[config.mk]
export PLATFORM = sky130hd
export DESIGN_NAME = septet_octet_packer_core_flat
export DESIGN_NICKNAME = d
export VERILOG_FILES = /design/src/spo_pkg.sv /design/src/spo_req_if.sv /design/src/spo_rsp_if.sv /design/src/septet_octet_packer_core.sv /design/src/spo_front.sv /design/src/spo_queue.sv /design/src/spo_back.sv /design/src/flat_wrapper.sv
export SDC_FILE = /design/constraint.sdc
export NUM_CORES = 1
export LEC_CHECK = 0
export BUFFER_PORTS_ARGS = -buffer_cell sky130_fd_sc_hd__buf_2
export CORE_MARGIN = 2
export CORE_UTILIZATION = 55
export DETAILED_ROUTE_END_ITERATION = 6
export GPL_ROUTABILITY_DRIVEN = 0
export HOLD_SLACK_MARGIN = 0.15
export PLACE_DENSITY_LB_ADDON = 0.08
export SLEW_MARGIN = 20
export SYNTH_ARGS = -nofsm -noshare
export SYNTH_HDL_FRONTEND = slang
export SYNTH_HIERARCHICAL = 1
export SYNTH_SLANG_ARGS = --single-unit
[constraint.sdc]
create_clock -name clock -period 4.1 [get_ports clock]
set_clock_uncertainty 0.15 [all_clocks]
set_input_delay 0.41 -clock clock [delete_from_list [all_inputs] [get_ports clock]]
set_output_delay 0.41 -clock clock [all_outputs]
set_load 0.03 [all_outputs]
[src/spo_pkg.sv]
// ----------------------------------------------------------------------------
// spo_pkg
// Shared types, constants and helpers of the septet/octet packer.
// ----------------------------------------------------------------------------
package spo_pkg;

   localparam int DATA_W      = 8;
   localparam int SPARE_W     = 3;
   localparam int SEPTET_W    = 7;
   localparam int OCTET_W     = 8;
   localparam int STORE_W     = 14;
   localparam int COUNT_W     = 4;
   localparam int QUEUE_DEPTH = 4;

   localparam logic MODE_PACK   = 1'b0;
   localparam logic MODE_UNPACK = 1'b1;

   // one result beat
   typedef struct packed {
      logic [DATA_W-1:0]  data;
      logic               has;
      logic               last;
      logic [SPARE_W-1:0] spare;
   } spo_beat_type;

   // all beats caused by one accepted item
   typedef struct packed {
      logic         two;
      spo_beat_type beat0;
      spo_beat_type beat1;
   } spo_job_type;

   typedef struct packed {
      logic empty;
      logic full;
   } spo_q_status_type;

   function automatic logic [OCTET_W-1:0] rev8(input logic [OCTET_W-1:0] v);
      logic [OCTET_W-1:0] r;
      for (int i = 0; i < OCTET_W; i++) begin
         r[i] = v[OCTET_W-1-i];
      end
      return r;
   endfunction

endpackage

[src/spo_req_if.sv]
// ----------------------------------------------------------------------------
// spo_req_if
// Input channel: one septet or octet per beat, valid/ready handshake.
// ----------------------------------------------------------------------------
interface spo_req_if
   import spo_pkg::*;
();
   logic               valid;
   logic               ready;
   logic [DATA_W-1:0]  data_in;
   logic               last_in;
   logic [SPARE_W-1:0] spare_in;

   modport source (output valid, data_in, last_in, spare_in, input ready);
   modport sink   (input valid, data_in, last_in, spare_in, output ready);
endinterface

[src/spo_rsp_if.sv]
// ----------------------------------------------------------------------------
// spo_rsp_if
// Result channel: one octet or septet per beat, valid/ready handshake.
// ----------------------------------------------------------------------------
interface spo_rsp_if
   import spo_pkg::*;
();
   logic               valid;
   logic               ready;
   logic [DATA_W-1:0]  data_out;
   logic               has_data;
   logic               last_out;
   logic [SPARE_W-1:0] spare_out;

   modport source (output valid, data_out, has_data, last_out, spare_out, input ready);
   modport sink   (input valid, data_out, has_data, last_out, spare_out, output ready);
endinterface

[src/septet_octet_packer_core.sv]
// ----------------------------------------------------------------------------
// septet_octet_packer_core
// Converts between 7-bit septets and bit-reversed octets.
// ----------------------------------------------------------------------------
// Usage:
//   csr_write_en / csr_write_data set the direction (0 pack, 1 unpack) and
//   clear the bit accumulator. Write only while the block is idle.
//   req carries one beat per element: data_in, last_in (end of a name) and
//   spare_in (padding bits of the final octet, unpack only).
//   rsp carries the produced beats: data_out, has_data (0 on an empty
//   closing beat), last_out and spare_out (pack padding on the last beat).
// Path: the beats of an item pass the job queue, then the output register.
// Throughput: one item per cycle while the job queue is not full. An item
//   yields zero, one or two beats; the result side drains one beat per
//   cycle while rsp is ready; the job queue (QUEUE_DEPTH jobs) absorbs them.
// Reset: synchronous; selects pack mode, empties accumulator and queue.
// Stall: when rsp is held off, the output register holds its beat and the
//   queue fills; req.ready drops only once the queue is full.
// ----------------------------------------------------------------------------
module septet_octet_packer_core
   import spo_pkg::*;
#(
   parameter int QUEUE_DEPTH_P = QUEUE_DEPTH
) (
   input  logic     clock,
   input  logic     reset,
   input  logic     csr_write_en,
   input  logic     csr_write_data,
   spo_req_if.sink  req,
   spo_rsp_if.source rsp
);

   spo_q_status_type q_status;
   spo_job_type      push_job;
   spo_job_type      head_job;
   logic             push;
   logic             pop;

   // front: accumulate bits, form the beats of each item
   spo_front u_front (
      .clock          (clock),
      .reset          (reset),
      .csr_write_en   (csr_write_en),
      .csr_write_data (csr_write_data),
      .req            (req),
      .q_status       (q_status),
      .push           (push),
      .push_job       (push_job)
   );

   // hold jobs so either side can stall on its own
   spo_queue #(
      .DEPTH (QUEUE_DEPTH_P)
   ) u_queue (
      .clock    (clock),
      .reset    (reset),
      .push     (push),
      .push_job (push_job),
      .pop      (pop),
      .head_job (head_job),
      .status   (q_status)
   );

   // back: drain one beat per cycle into the output register while it is free
   spo_back u_back (
      .clock    (clock),
      .reset    (reset),
      .head_job (head_job),
      .q_status (q_status),
      .pop      (pop),
      .rsp      (rsp)
   );

endmodule

[src/spo_front.sv]
// ----------------------------------------------------------------------------
// spo_front
// Accepts items, runs the bit accumulator and forms the beats of each item.
// ----------------------------------------------------------------------------
module spo_front
   import spo_pkg::*;
(
   input  logic             clock,
   input  logic             reset,
   input  logic             csr_write_en,
   input  logic             csr_write_data,
   spo_req_if.sink          req,
   input  spo_q_status_type q_status,
   output logic             push,
   output spo_job_type      push_job
);

   logic               mode_ff, mode_in;
   logic [STORE_W-1:0] store_ff, store_in;
   logic [COUNT_W-1:0] count_ff, count_in;
   logic               accept;

   assign req.ready = !q_status.full;
   assign accept    = req.valid && req.ready;

   always_comb begin
      logic [STORE_W-1:0] sum;
      logic [COUNT_W-1:0] cnt;
      logic [COUNT_W-1:0] avail;
      logic [1:0]         n;
      spo_beat_type       b0, b1, part, empty_b;

      sum     = '0;
      cnt     = '0;
      avail   = '0;
      n       = 2'd0;
      b0      = '0;
      b1      = '0;
      part    = '0;
      empty_b = '0;
      empty_b.last = 1'b1;

      if (mode_ff == MODE_PACK) begin
         sum = store_ff | (STORE_W'(req.data_in[SEPTET_W-1:0]) << count_ff);
         cnt = count_ff + COUNT_W'(SEPTET_W);
         if (cnt >= COUNT_W'(OCTET_W)) begin
            b0.data = rev8(sum[OCTET_W-1:0]);
            b0.has  = 1'b1;
            sum     = sum >> OCTET_W;
            cnt     = cnt - COUNT_W'(OCTET_W);
            n       = 2'd1;
         end
         if (req.last_in) begin
            if (cnt != '0) begin
               // flush the zero-padded partial octet
               part.data  = rev8(sum[OCTET_W-1:0]);
               part.has   = 1'b1;
               part.last  = 1'b1;
               part.spare = SPARE_W'(COUNT_W'(OCTET_W) - cnt);
               if (n == 2'd0) begin
                  b0 = part;
               end else begin
                  b1 = part;
               end
               n = n + 2'd1;
            end else if (n == 2'd1) begin
               b0.last = 1'b1;
            end else begin
               b0 = empty_b;
               n  = 2'd1;
            end
            sum = '0;
            cnt = '0;
         end
      end else begin
         sum = store_ff | (STORE_W'(rev8(req.data_in)) << count_ff);
         cnt = count_ff + COUNT_W'(OCTET_W);
         if (req.last_in) begin
            avail = (COUNT_W'(req.spare_in) <= cnt) ? cnt - COUNT_W'(req.spare_in) : '0;
         end else begin
            avail = cnt;
         end
         b0.data = DATA_W'(sum[SEPTET_W-1:0]);
         b0.has  = 1'b1;
         b1.data = DATA_W'(sum[2*SEPTET_W-1:SEPTET_W]);
         b1.has  = 1'b1;
         if (avail >= COUNT_W'(2*SEPTET_W)) begin
            n   = 2'd2;
            sum = '0;
            cnt = cnt - COUNT_W'(2*SEPTET_W);
         end else if (avail >= COUNT_W'(SEPTET_W)) begin
            n   = 2'd1;
            sum = sum >> SEPTET_W;
            cnt = cnt - COUNT_W'(SEPTET_W);
         end
         if (req.last_in) begin
            // drop leftover bits, mark the final beat
            if (n == 2'd2) begin
               b1.last = 1'b1;
            end else if (n == 2'd1) begin
               b0.last = 1'b1;
            end else begin
               b0 = empty_b;
               n  = 2'd1;
            end
            sum = '0;
            cnt = '0;
         end
      end

      push_job.two   = (n == 2'd2);
      push_job.beat0 = b0;
      push_job.beat1 = b1;
      push           = accept && (n != 2'd0);

      mode_in  = mode_ff;
      store_in = store_ff;
      count_in = count_ff;
      if (csr_write_en) begin
         mode_in  = csr_write_data;
         store_in = '0;
         count_in = '0;
      end else if (accept) begin
         store_in = sum;
         count_in = cnt;
      end
   end

   always_ff @(posedge clock) begin
      if (reset) begin
         mode_ff  <= MODE_PACK;
         store_ff <= '0;
         count_ff <= '0;
      end else begin
         mode_ff  <= mode_in;
         store_ff <= store_in;
         count_ff <= count_in;
      end
   end

endmodule

[src/spo_queue.sv]
// ----------------------------------------------------------------------------
// spo_queue
// Short job queue between the front and the back.
// ----------------------------------------------------------------------------
module spo_queue
   import spo_pkg::*;
#(
   parameter int DEPTH = QUEUE_DEPTH
) (
   input  logic             clock,
   input  logic             reset,
   input  logic             push,
   input  spo_job_type      push_job,
   input  logic             pop,
   output spo_job_type      head_job,
   output spo_q_status_type status
);

   localparam int PTR_W = (DEPTH > 1) ? $clog2(DEPTH) : 1;
   localparam int CNT_W = $clog2(DEPTH + 1);

   spo_job_type        slot_ff [DEPTH];
   logic [PTR_W-1:0]   wr_ptr_ff, wr_ptr_in;
   logic [PTR_W-1:0]   rd_ptr_ff, rd_ptr_in;
   logic [CNT_W-1:0]   fill_ff, fill_in;

   assign head_job     = slot_ff[rd_ptr_ff];
   assign status.empty = (fill_ff == '0);
   assign status.full  = (fill_ff == CNT_W'(DEPTH));

   always_comb begin
      wr_ptr_in = wr_ptr_ff;
      rd_ptr_in = rd_ptr_ff;
      fill_in   = fill_ff;
      if (push) begin
         wr_ptr_in = (wr_ptr_ff == PTR_W'(DEPTH - 1)) ? '0 : wr_ptr_ff + 1'b1;
      end
      if (pop) begin
         rd_ptr_in = (rd_ptr_ff == PTR_W'(DEPTH - 1)) ? '0 : rd_ptr_ff + 1'b1;
      end
      if (push && !pop) begin
         fill_in = fill_ff + 1'b1;
      end else if (pop && !push) begin
         fill_in = fill_ff - 1'b1;
      end
   end

   always_ff @(posedge clock) begin
      if (push) begin
         slot_ff[wr_ptr_ff] <= push_job;
      end
   end

   always_ff @(posedge clock) begin
      if (reset) begin
         wr_ptr_ff <= '0;
         rd_ptr_ff <= '0;
         fill_ff   <= '0;
      end else begin
         wr_ptr_ff <= wr_ptr_in;
         rd_ptr_ff <= rd_ptr_in;
         fill_ff   <= fill_in;
      end
   end

endmodule

[src/spo_back.sv]
// ----------------------------------------------------------------------------
// spo_back
// Splits queued jobs into beats and holds them in the output register.
// ----------------------------------------------------------------------------
module spo_back
   import spo_pkg::*;
(
   input  logic             clock,
   input  logic             reset,
   input  spo_job_type      head_job,
   input  spo_q_status_type q_status,
   output logic             pop,
   spo_rsp_if.source        rsp
);

   logic         valid_ff, valid_in;
   logic         second_ff, second_in;
   spo_beat_type beat_ff, beat_in;
   logic         load;

   assign load = (!valid_ff || rsp.ready) && !q_status.empty;

   always_comb begin
      valid_in  = valid_ff;
      second_in = second_ff;
      beat_in   = beat_ff;
      pop       = 1'b0;
      if (!valid_ff || rsp.ready) begin
         valid_in = !q_status.empty;
      end
      if (load) begin
         beat_in = second_ff ? head_job.beat1 : head_job.beat0;
         // advance to the next job after its final beat
         pop       = second_ff || !head_job.two;
         second_in = !pop;
      end
   end

   always_ff @(posedge clock) begin
      if (reset) begin
         valid_ff  <= 1'b0;
         second_ff <= 1'b0;
      end else begin
         valid_ff  <= valid_in;
         second_ff <= second_in;
      end
   end

   always_ff @(posedge clock) begin
      beat_ff <= beat_in;
   end

   assign rsp.valid     = valid_ff;
   assign rsp.data_out  = beat_ff.data;
   assign rsp.has_data  = beat_ff.has;
   assign rsp.last_out  = beat_ff.last;
   assign rsp.spare_out = beat_ff.spare;

endmodule

[src/flat_wrapper.sv]
// flat-port wrapper written by rule: the top's interface ports become plain ports
module septet_octet_packer_core_flat import spo_pkg::*;
#(
   parameter int QUEUE_DEPTH_P = QUEUE_DEPTH
)
  (clock, reset, csr_write_en, csr_write_data, req_valid, req_data_in, req_last_in, req_spare_in, req_ready, rsp_valid, rsp_data_out, rsp_has_data, rsp_last_out, rsp_spare_out, rsp_ready);
  spo_req_if req_i ();
  spo_rsp_if rsp_i ();
  input  logic clock;
  input  logic reset;
  input  logic csr_write_en;
  input  logic csr_write_data;
  input wire logic [$bits(req_i.valid)-1:0] req_valid;
  input wire logic [$bits(req_i.data_in)-1:0] req_data_in;
  input wire logic [$bits(req_i.last_in)-1:0] req_last_in;
  input wire logic [$bits(req_i.spare_in)-1:0] req_spare_in;
  output wire logic [$bits(req_i.ready)-1:0] req_ready;
  output wire logic [$bits(rsp_i.valid)-1:0] rsp_valid;
  output wire logic [$bits(rsp_i.data_out)-1:0] rsp_data_out;
  output wire logic [$bits(rsp_i.has_data)-1:0] rsp_has_data;
  output wire logic [$bits(rsp_i.last_out)-1:0] rsp_last_out;
  output wire logic [$bits(rsp_i.spare_out)-1:0] rsp_spare_out;
  input wire logic [$bits(rsp_i.ready)-1:0] rsp_ready;
  assign req_i.valid = req_valid;
  assign req_i.data_in = req_data_in;
  assign req_i.last_in = req_last_in;
  assign req_i.spare_in = req_spare_in;
  assign req_ready = req_i.ready;
  assign rsp_valid = rsp_i.valid;
  assign rsp_data_out = rsp_i.data_out;
  assign rsp_has_data = rsp_i.has_data;
  assign rsp_last_out = rsp_i.last_out;
  assign rsp_spare_out = rsp_i.spare_out;
  assign rsp_i.ready = rsp_ready;
  septet_octet_packer_core #(.QUEUE_DEPTH_P(QUEUE_DEPTH_P)) u_core (.clock(clock), .reset(reset), .csr_write_en(csr_write_en), .csr_write_data(csr_write_data), .req(req_i), .rsp(rsp_i));
endmodule
Word level (Yosys, flattened, before mapping). Memories as Yosys holds them, arrays and structs flattened. A register that Yosys moved wholly into a read port is not among the register bits. Cells that the tools add are included.

Flip-flop bits (word level): 41. RAM bits: 108. Word-level logic and storage cells: 114. Memories: 1.

Add/subtract/negate cells: 12. Order comparisons: 4. Equality and inequality tests: 7. Shift-type cells: 2. Multiplexer cells: 54. Bitwise operators: 2. Reduce and logical (&&, ||, !) cells: 20.

Memories: u_core.u_queue.slot_ff (depth 4, bits a word 27, read ports 1, clocked after Yosys merged registers in 1, write ports 1, line spo_queue.sv:22) `spo_job_type slot_ff [DEPTH];`.

Operator list (count): 13-bit 2-to-1 mux (8); 14-bit 2-to-1 mux (6); 4-bit 2-to-1 mux (10); 2-bit 2-to-1 mux (14); 14-bit bitwise OR (2); 12-bit 2-to-1 mux (2); 9-bit 2-to-1 mux (2); 7-bit by 4-bit left shift with 14-bit output (1); 8-bit by 4-bit left shift with 14-bit output (1); 10-bit 2-to-1 mux (1); 3-bit 2-to-1 mux (3); 2-bit equality test, second input constant (4); 4-bit >= comparator, second input constant (2); 8-bit 2-to-1 mux (1); 4-bit subtractor, second input constant (2); 1-bit logical NOT (7); 1-bit 2-to-1 mux (7); 2-bit by 1-bit adder with 2-bit output, second input constant (3); 1-bit logical AND (5); 4-bit by 3-bit adder with 4-bit output, second input constant (1); 4-bit adder, second input constant (1); 2-bit by 1-bit equality test with 1-bit output, second input constant (2); 4-bit by 3-bit >= comparator with 1-bit output, second input constant (1); 3-bit by 4-bit <= comparator with 1-bit output (1); 12 further kinds (14).

Logic depth before layout (Yosys ltp). Gate-level depths: netlist of the first run.

Depth after elaboration: 20. Mapped depth: 17.

Hierarchy. Netlist of the first run, hierarchy kept.

Modules (own cells, without submodules): spo_queue (times used 1, cells each 185, area each 4384.2 µm², seq. area each 3423.3 µm²); spo_front (times used 1, cells each 363, area each 2612.5 µm², seq. area each 380.4 µm²); spo_back (times used 1, cells each 39, area each 691.9 µm², seq. area each 430.4 µm²).

Worst setup path after synthesis of the first run. No wires, ideal clock.

Kind: reg-to-reg. Start: register u_core.u_front.count_ff[0]. End: register u_core.u_queue.fill_ff[2]. Setup time: 0.070 ns. Arrival: 3.711 ns. Required time: 3.880 ns. Setup slack: 0.169 ns. Stages on the path, launching flop included: 17. Period minus slack after synthesis: 3.931 ns. Path through: dfxtp_1 -> buf_2 -> inv_2 -> ha_1 -> inv_1 -> fa_1 -> xnor2_1 -> o32ai_4 -> o21a_2 -> nor3_4 -> nor3_1 -> ha_1 -> inv_1 -> fa_1 -> xor2_1 -> or3_1 -> a21oi_1.

Word-level cells in the longest chain between the ends: 19. Elaborated cells on any way between the ends: 37. Classes of those cells: 5 x add/sub; 4 x order compare; 3 x eq/ne; 18 x mux; 7 x reduce/logical.

Ends and longest elaborated chain: start: declaration (line spo_front.sv:20) `logic [COUNT_W-1:0] count_ff, count_in;`; start signal: assignment (line spo_front.sv:137) `count_ff <= count_in;`; 4-bit adder (line spo_front.sv:77) `cnt = count_ff + COUNT_W'(OCTET_W);`; 4-bit by 3-bit subtractor with 4-bit output or 3-bit by 4-bit <= comparator with 1-bit output (tied branches) (line spo_front.sv:79) `avail = (COUNT_W'(req.spare_in) <= cnt) ? cnt - COUNT_W'(req.spare_in) : '0;`; 4-bit 2-to-1 mux (line spo_front.sv:79); 4-bit 2-to-1 mux (line spo_front.sv:78) `if (req.last_in) begin`; 4-bit 2-to-1 mux (line spo_front.sv:43) `if (mode_ff == MODE_PACK) begin`; 4-bit by 3-bit >= comparator with 1-bit output (line spo_front.sv:91) `end else if (avail >= COUNT_W'(SEPTET_W)) begin`; 1-bit 2-to-1 mux (line spo_front.sv:91); 2-bit 2-to-1 mux (line spo_front.sv:87) `if (avail >= COUNT_W'(2*SEPTET_W)) begin`; [4 not listed]; 2-bit 2-to-1 mux (line spo_front.sv:96) `if (req.last_in) begin`; 2-bit 2-to-1 mux * (line spo_front.sv:43); 2-bit nonzero test * (line spo_front.sv:114) `push = accept && (n != 2'd0);`; 1-bit logical AND * (line spo_front.sv:114); named net u_core.push (line septet_octet_packer_core.sv:36) `logic push;`; 1-bit logical NOT (line spo_queue.sv:43) `end else if (pop && !push) begin`; 1-bit logical AND (line spo_queue.sv:43); 2-bit nonzero test (no source line); end signal: assignment (line spo_queue.sv:62) `fill_ff <= fill_in;`; end: declaration (line spo_queue.sv:25) `logic [CNT_W-1:0] fill_ff, fill_in;`.

Mark *: on every way through the listed nets, which the timed path passes. The rest lies on a longest branch. The select of a mux whose other input is x is not followed. A chain may end at the register's enable or synchronous reset.

Worst setup path in the final report of the first run.
Start: register u_core.u_front.count_ff[2]. End: register u_core.u_queue.fill_ff[2].

The elaborated chain is that of the path after synthesis.

==> results of run 1 <==
cell type report:
cell class              instances  share of cell area [%]
flip-flops and latches        151                    49.2
repair buffers                 52                    3.66
clock buffers                  23                    5.82
inverters                      22                   0.989
clock inverters                 9                    1.00
multi-input cells             384                    36.7
well taps                     180                    2.62
power breakdown:
part           internal, mW  total (mW)  switching, mW
Clock                 0.927        1.52          0.596
Combinational         0.612        1.48          0.870
Sequential             1.93        2.00         0.0712
Total                  3.47        5.01           1.54
layout by cell type (no fill, tap or decap), types with 5 or more instances in the layout:
cell and count:
edfxtp_1 121, nor2_1 47, nand2_1 36, a21oi_1 35
buf_2 32, dfxtp_1 29, o21ai_0 28, mux2i_1 28
mux4_2 20, clkbuf_16 19, buf_4 18, inv_1 17
ha_1 15, o22ai_1 10, and2_1 10, mux2_4 9
nor3_1 9, a31oi_1 9, nand3_1 8, nor2b_1 7
mux2_2 7, mux4_1 7, a221oi_1 6, nand2b_1 5
or3_1 5
cells in the mapped netlist, drive strengths merged, types with 15 or more instances:
master,count,share of area [%]
ha,15,2.4
inv,22,1.1
mux4,27,8.3
mux2,17,2.9
buf,19,2.2
dfxtp,30,7.8
nand2,36,1.8
nor2,47,2.3
a21oi,35,2.3
mux2i,29,3.8
edfxtp,121,47
o21ai,31,2.0
cell families after synthesis:
| logic type | share of synthesized area [%] |
|---|---|
| AO/OA/AOI/OAI | 12.9 |
| buffers and inverters | 3.86 |
| adder cells (fa/ha/maj) | 2.96 |
| XOR/XNOR | 1.01 |
| flip-flops | 55.1 |
| multiplexers | 15.0 |
| AND/OR/NAND/NOR | 9.21 |
worst min-delay path by stage:
| stage | startpoint | slack (ns) | endpoint |
|---|---|---|---|
| floorplan | u_core/u_queue/fill_ff[2] | 0.31 | u_core/u_queue/fill_ff[2] |
| global placement | u_core/u_queue/fill_ff[2] | 0.33 | u_core/u_queue/fill_ff[2] |
| detailed placement | u_core/u_queue/fill_ff[2] | 0.35 | u_core/u_queue/fill_ff[2] |
| CTS | reset | 0.16 | u_core/u_front/mode_ff |
| global route | reset | 0.18 | u_core/u_queue/wr_ptr_ff[0] |
| finish | reset | 0.17 | u_core/u_front/mode_ff |
sequential cells by signal (all words and copies together), names as in the netlist, 2 cells and up, named ones only:
register                     cells
u_core/u_back/rsp.spare_out      3
u_core/u_back/rsp.data_out       8
u_core/u_queue/fill_ff           3
u_core/u_queue/slot_ff         108
u_core/u_front/count_ff          4
u_core/u_queue/rd_ptr_ff         2
u_core/u_front/store_ff         14
u_core/u_queue/wr_ptr_ff         2
worst register-to-register path: stages, from the launching register on:
cell	delay (ns)
dfxtp_1	0.47
inv_2	0.18
ha_1	0.20
a21boi_1	0.16
xnor2_1	0.52
nor2_1	0.23
nor3_1	0.25
buf_4	0.19
ha_1	0.20
inv_1	0.06
fa_1	0.38
xor2_1	0.17
or3_1	0.32
a21oi_1	0.15
layer usage:
| metal | up-vias | global-route usage [%] | share of wire, % | wire [um] |
|---|---|---|---|---|
| li1 | 2369 | - | - | - |
| met1 | 2558 | 33.6 | 43 | 7510 |
| met2 | 251 | 39.6 | 47 | 8310 |
| met3 | 52 | 5.76 | 6.6 | 1160 |
| met4 | 0 | 10.6 | 3.2 | 563 |
| met5 | - | 0 | 0 | 0 |
repair_timing:
| item | 4_1_cts | 5_1_grt |
|---|---|---|
| setup endpoints to repair | 0 | 0 |
| hold buffers | 2 | 0 |
| endpoints found under the hold margin | 1 | 0 |
==> metrics.yaml, run 1 <==
run_status:
  status: "finished, violations left"
  violations: "design-rule violations"
timing:
  min_period_ns: 3.69
  period_share_pct: 90.1
  finalHoldViolations: 0
  tightest_slew_ns: 0.954
  max_freq_mhz: 271
  slew_headroom_pct: 36.2
  rsz0062_at_grt: "no"
  setup-tns-final_ns: 0
  timing.hold.ws_ns: 0.169
  setup_ws_ns: 0.406
  slew_viol_final: 0
  setup_viol: 0
logic_synthesis:
  dominantRegCellSynth: "edfxtp_1"
  async_flop_share_pct: 0
  syn_nets: 622
  netlist_area_mm2: 0.00769
  synth_edf_count: 121
  postSynthCellCount: 587
  synth_seq_cells: 151
  syn_avg_cell_area_um2: 13.1
  ys.warnings.count: 6
  synth-seq-area-share_pct: 55.1
  netlist-cell-type-count: 80
layout:
  nFillCells: 1085
  nets: 663
  fin_cells: 821
  diodes: 0
  area_growth_pct: 11.9
  final_area_mm2: 0.00861
  multi_input_area_mm2: 0.00316
  fin_util_pct: 62.5
  drive_gt1_share_pct: 21.4
  seq_area_mm2: 0.00424
floorplanning:
  coreArea_mm2: 0.0138
  ioPinCount: 33
  dieArea_mm2: 0.0149
  initial_core_util_pct: 55.8
  die_height_um: 122
  rows: 43
  die_x_um: 122
power:
  p_leak_nw: 3.02
  p_per_area_mw_per_mm2: 582
  vdd_ir_drop_max_mv: 0.332
  total_power_mw: 5.01
setup_path:
  path_max_fanout: 10
  cp-startpoint: "u_core/u_front/count_ff[2]"
  cp-end-kind: "flip-flop"
  crit_family: "simple AND/OR/NAND/NOR gates"
  slowest_stage: "xnor2_1"
  worstSetupPathDepth: 13
  slowest_delay_ns: 0.52
  reg2reg_depth: 13
  cp-endpoint: "u_core/u_queue/fill_ff[2]"
  worstPathRequired_ns: 4.30
  critical_path.startpoint_type: "flip-flop"
  r2r_slack_ns: 0.41
  critical_path_class: "flip-flop to flip-flop"
  r2r_start: "u_core/u_front/count_ff[2]"
  cp_data_arrival_time_ns: 3.89
  cp_cell_sequence: "inv_2 -> ha_1 -> a21boi_1 -> xnor2_1 -> nor2_1 -> nor3_1 -> buf_4 -> ha_1 -> inv_1 -> fa_1 -> xor2_1 -> or3_1 -> a21oi_1"
  cp_num_buf_inv: 3
  worst_path_most_repeated_cell: "ha_1"
  r2r-end: "u_core/u_queue/fill_ff[2]"
clock_network:
  cts-resized-gates: 0
  clock_latency_ns: 0.42
  cts_setup_buffers: 0
  cts_root_buffer: "clkbuf_16"
  cts_tree: "done"
  cts_made_buffers: 17
  cts_buffer_depth: 2
  htreeDepth: 4
  cts_sinks: 151
  clk_pin_slew_ns: 0.06
routing:
  routed_wl_um: 17500
  drc_errors: 2
  via_count: 5230
  drt_first_pass_iters: 7
  wl_per_cell_um: 21.4
  postRouteAntennaNets: 0
  drt_iter0_markers: 741
  routed_via_density: 6.37
global_route:
  grt_first_pass_wirelength_um: 27800
  grt_pass1_vias: 5045
  grt-ovfl-total: 0
  antenna_found_initial: 0
  grt_max_degree: 37
  grtUsageTotal_pct: 25.1
place:
  dpl_cell_area_mm2: 0.00800
  hpwl_um: 12000
  pre_cts_slack_ns: 0.290
  place_inst: 787
  io_buffer_count: 32
job:
  drv_cap: 0
worst_hold_path:
  min_path_cells: 2
  min_path_type: "primary input to flip-flop"
(Power assumes the default switching activity.)
==> run 2, diff against run 1 <==
--- a/config.mk
+++ b/config.mk
@@ -12,6 +12,7 @@
 export GPL_ROUTABILITY_DRIVEN = 0
 export HOLD_SLACK_MARGIN = 0.15
 export PLACE_DENSITY_LB_ADDON = 0.08
+export RECOVER_POWER = 100
 export SLEW_MARGIN = 20
 export SYNTH_ARGS = -nofsm -noshare
 export SYNTH_HDL_FRONTEND = slang
==> metrics.yaml, run 2 (synthesis gave the netlist of run 1 again) <==
layout:
  top_register: "u_core/u_queue/slot_ff"
  diodes: 0
  drive_gt1_share_pct: 15.4
  nets: 663
  final_area_mm2: 0.00849
  largest_reg_flops: 108
  fin_util_pct: 61.6
  final_common_cell: "edfxtp_1"
  area_growth_pct: 10.4
  fin_cells: 821
  seq_area_mm2: 0.00423
  nFillCells: 1123
  layout_common_cells: "edfxtp_1 (121), nor2_1 (47), nand2_1 (36), a21oi_1 (35), dfxtp_1 (30)"
  multi_input_area_mm2: 0.00309
global_route:
  grtUsageTotal_pct: 25.1
  grt_max_degree: 37
  grt-ovfl-total: 0
  grt_first_pass_wirelength_um: 27800
  antenna_found_initial: 0
  grt_pass1_vias: 5045
setup_path:
  worstPathRequired_ns: 4.06
  path_max_fanout: 29
  critical_path_class: "flip-flop to flip-flop"
  critical_path.startpoint_type: "flip-flop"
  cp-end-kind: "flip-flop"
  cp_data_arrival_time_ns: 3.74
power:
  total_power_mw: 4.93
  p_per_area_mw_per_mm2: 580
  vdd_ir_drop_max_mv: 0.329
  p_leak_nw: 2.92
routing:
  via_count: 5238
  routed_wl_um: 17600
  drc_errors: 0
  postRouteAntennaNets: 0
  drt_first_pass_iters: 5
  drt_iter0_markers: 677
  wl_per_cell_um: 21.4
  routed_via_density: 6.38
floorplanning:
  dieArea_mm2: 0.0149
  rows: 43
  ioPinCount: 33
  initial_core_util_pct: 55.8
  coreArea_mm2: 0.0138
  die_height_um: 122
  die_x_um: 122
timing:
  setup_viol: 0
  tightest_slew_ns: 2.17
  max_freq_mhz: 265
  finalHoldViolations: 0
  rsz0062_at_grt: "no"
  slew_headroom_pct: -44.9
  setup-tns-final_ns: 0
  period_share_pct: 92.2
  min_period_ns: 3.78
  slew_viol_final: 57
clock_network:
  cts_made_buffers: 17
  cts_buffer_depth: 2
  htreeDepth: 4
  cts_root_buffer: "clkbuf_16"
  cts_tree: "done"
  clk_pin_slew_ns: 0.06
  clock_latency_ns: 0.42
  cts_sinks: 151
place:
  hpwl_um: 12000
  io_buffer_count: 32
  place_inst: 787
  dpl_cell_area_mm2: 0.00800
run_status:
  status: "finished, violations left"
  violations: "max-capacitance violations, max-slew violations"
job:
  drv_cap: 2
worst_hold_path:
  min_path_type: "primary input to flip-flop"
run 2: where the power goes:
part	internal (mW)	total (mW)	leakage (nW)	switching [mW]
clock network	0.927	1.52	0.289	0.594
registers	1.93	2.01	1.38	0.0732
logic	0.535	1.40	1.25	0.865
run 2: area by class of cell:
class | count | share of cell area (%)
clock buffer | 23 | 5.90
sequential | 151 | 49.9
timing repair buffer | 52 | 3.20
clock inverter | 9 | 1.02
multi-input combinational | 384 | 36.4
inverter | 22 | 1.00
tap | 180 | 2.65
run 2: what timing repair did:
action / 4_1_cts / 5_1_grt
setup buffers: 0 / 0
hold endpoints to repair: 1 / 0
hold buffers: 2 / 0
resized for setup: 0 / 0
run 2: path summary, 6_finish.rpt:
kind | from | endpoint | slack (ns) | cells after the start
setup / recovery | u_core/u_front/count_ff[1] | u_core/u_queue/slot_ff[0][11] | 0.32 | 6
hold / removal | reset | u_core/u_front/mode_ff | 0.17 | 2
setup reg to reg | u_core/u_front/count_ff[1] | u_core/u_queue/slot_ff[0][11] | 0.32 | 6
hold reg to reg | u_core/u_queue/fill_ff[2] | u_core/u_queue/fill_ff[2] | 0.36 | 2
run 2: critical path, stage by stage (launching register included):
cell and delay, ns:
dfxtp_1 0.41, clkbuf_1 1.13, mux2i_1 0.51, mux2i_1 0.26, mux2_2 0.31, a221oi_1 0.43
o22ai_1 0.24
run 2: stage by stage:
| stage | setup WS [ns] | hold WS, ns |
|---|---|---|
| global route | 0.107 | 0.180 |
| CTS | 0.414 | 0.156 |
| detailed placement | 0.290 | 0.352 |
| floorplan | 0.169 | 0.310 |
| finish | 0.322 | 0.168 |
| global placement | 0.446 | 0.331 |
run 2: routing by layer:
layer  track usage [%]  wire length [um]
met5                 0                 0
met4              10.6               643
met3              5.76              1240
met2              39.6              8270
met1              33.6              7410
==> run 3, diff against run 2 <==
--- a/config.mk
+++ b/config.mk
@@ -7,7 +7,7 @@
 export LEC_CHECK = 0
 export BUFFER_PORTS_ARGS = -buffer_cell sky130_fd_sc_hd__buf_2
 export CORE_MARGIN = 2
-export CORE_UTILIZATION = 55
+export CORE_UTILIZATION = 45
 export DETAILED_ROUTE_END_ITERATION = 6
 export GPL_ROUTABILITY_DRIVEN = 0
 export HOLD_SLACK_MARGIN = 0.15
==> metrics.yaml, run 3 (synthesis gave the netlist of run 1 again) <==
setup_path:
  cp_data_arrival_time_ns: 3.74
  slowest_delay_ns: 0.99
  cp_num_buf_inv: 3
  worst_path_most_repeated_cell: "inv_1"
  cp_cell_sequence: "inv_1 -> ha_1 -> inv_1 -> fa_1 -> a21oi_1 -> nor4_2 -> or3_1 -> clkbuf_1 -> o31ai_1 -> o22ai_1"
  worstPathRequired_ns: 3.99
  critical_path.startpoint_type: "flip-flop"
  path_max_fanout: 8
  slowest_stage: "o31ai_1"
  cp-end-kind: "flip-flop"
  critical_path_class: "flip-flop to flip-flop"
  crit_family: "compound AO/OA/AOI/OAI gates"
power:
  p_per_area_mw_per_mm2: 588
  p_leak_nw: 2.95
  total_power_mw: 5.06
  vdd_ir_drop_max_mv: 0.302
global_route:
  grt_pass1_vias: 5077
  antenna_found_initial: 0
  grt_first_pass_wirelength_um: 28600
  grt_max_degree: 37
  grtUsageTotal_pct: 20.8
  grt-ovfl-total: 0
place:
  place_inst: 828
  pre_cts_slack_ns: 0.299
  hpwl_um: 12400
  io_buffer_count: 32
floorplanning:
  initial_core_util_pct: 46.2
  rows: 47
  dieArea_mm2: 0.0181
  die_x_um: 135
  ioPinCount: 33
  die_height_um: 135
  coreArea_mm2: 0.0166
timing:
  max_freq_mhz: 260
  min_period_ns: 3.85
  setup-tns-final_ns: 0
  slew_headroom_pct: -50.1
  setup_ws_ns: 0.252
  slew_viol_final: 27
  finalHoldViolations: 0
  tightest_slew_ns: 2.25
  period_share_pct: 93.9
  setup_viol: 0
  timing.hold.ws_ns: 0.177
  rsz0062_at_grt: "no"
clock_network:
  cts_made_buffers: 17
  hold_buffers: 4
  cts-resized-gates: 0
  cts_sinks: 151
  cts_tree: "done"
  clk_pin_slew_ns: 0.06
  clock_latency_ns: 0.42
  cts_setup_buffers: 0
  cts_root_buffer: "clkbuf_16"
  htreeDepth: 4
  cts_buffer_depth: 2
routing:
  wl_per_cell_um: 21.1
  routed_via_density: 6.04
  drt_iter0_markers: 657
  routed_wl_um: 18300
  drc_errors: 0
  drt_first_pass_iters: 6
  postRouteAntennaNets: 0
  via_count: 5218
run_status:
  violations: "max-capacitance violations, max-slew violations"
  status: "finished, violations left"
layout:
  drive_gt1_share_pct: 15.8
  fin_cells: 864
  top_register: "u_core/u_queue/slot_ff"
  layout_common_cells: "edfxtp_1 (121), nor2_1 (47), nand2_1 (36), a21oi_1 (35), dfxtp_1 (30)"
  final_common_cell: "edfxtp_1"
  nFillCells: 1415
  nets: 666
  seq_area_mm2: 0.00423
  multi_input_area_mm2: 0.00309
  largest_reg_flops: 108
  area_growth_pct: 12.0
  diodes: 0
worst_hold_path:
  min_path_type: "primary input to flip-flop"
job:
  drv_cap: 1
[run 3: changes by cell type in the layout (fill, tap and decap cells not counted), sizes merged]
cell / delta
bufinv: +2
dlygate4sd3: +2
buf: -1
clkbuf: -1
clkinv: +1
[run 3: area by class of cell]
cell class	count	area share, %
sequential	151	49.2
multi-input combinational	384	35.9
inverter	22	0.988
tap	220	3.20
timing repair buffer	55	3.39
clock buffer	20	5.42
clock inverter	12	1.90
[run 3: worst min-delay path, stage by stage]
cell	delay, ns
buf_2	0.09
nand2b_1	0.12
a21oi_1	0.07
[run 3: power breakdown]
group / internal [mW] / switching (mW)
Combinational: 0.543 / 0.872
Sequential: 1.93 / 0.0742
Clock: 1.02 / 0.622
Total: 3.49 / 1.57
[run 3: final timing paths]
| kind | start | cells after the start | endpoint | slack [ns] |
|---|---|---|---|---|
| max reg2reg | u_core/u_front/count_ff[0] | 10 | u_core/u_queue/slot_ff[0][21] | 0.25 |
| min | rsp_ready | 3 | u_core/u_back/rsp.valid | 0.18 |
| min reg2reg | u_core/u_queue/fill_ff[2] | 2 | u_core/u_queue/fill_ff[2] | 0.37 |
| max | u_core/u_front/count_ff[0] | 10 | u_core/u_queue/slot_ff[0][21] | 0.25 |
[run 3: routing by layer]
layer	routed length, um	track usage [%]
met4	493	7.13
met2	8640	33.6
met5	0	0
met3	994	4.13
met1	8120	28.4
[run 3: metrics by stage]
| step | util, % | instance area, um2 |
|---|---|---|
| after floorplan | - | 7690 |
| after global placement | 48.4 | 8060 |
| after detailed placement | 48.4 | 8060 |
| after CTS | 52.4 | 8730 |
| after global routing | 51.7 | 8610 |
| final | 51.7 | 8610 |
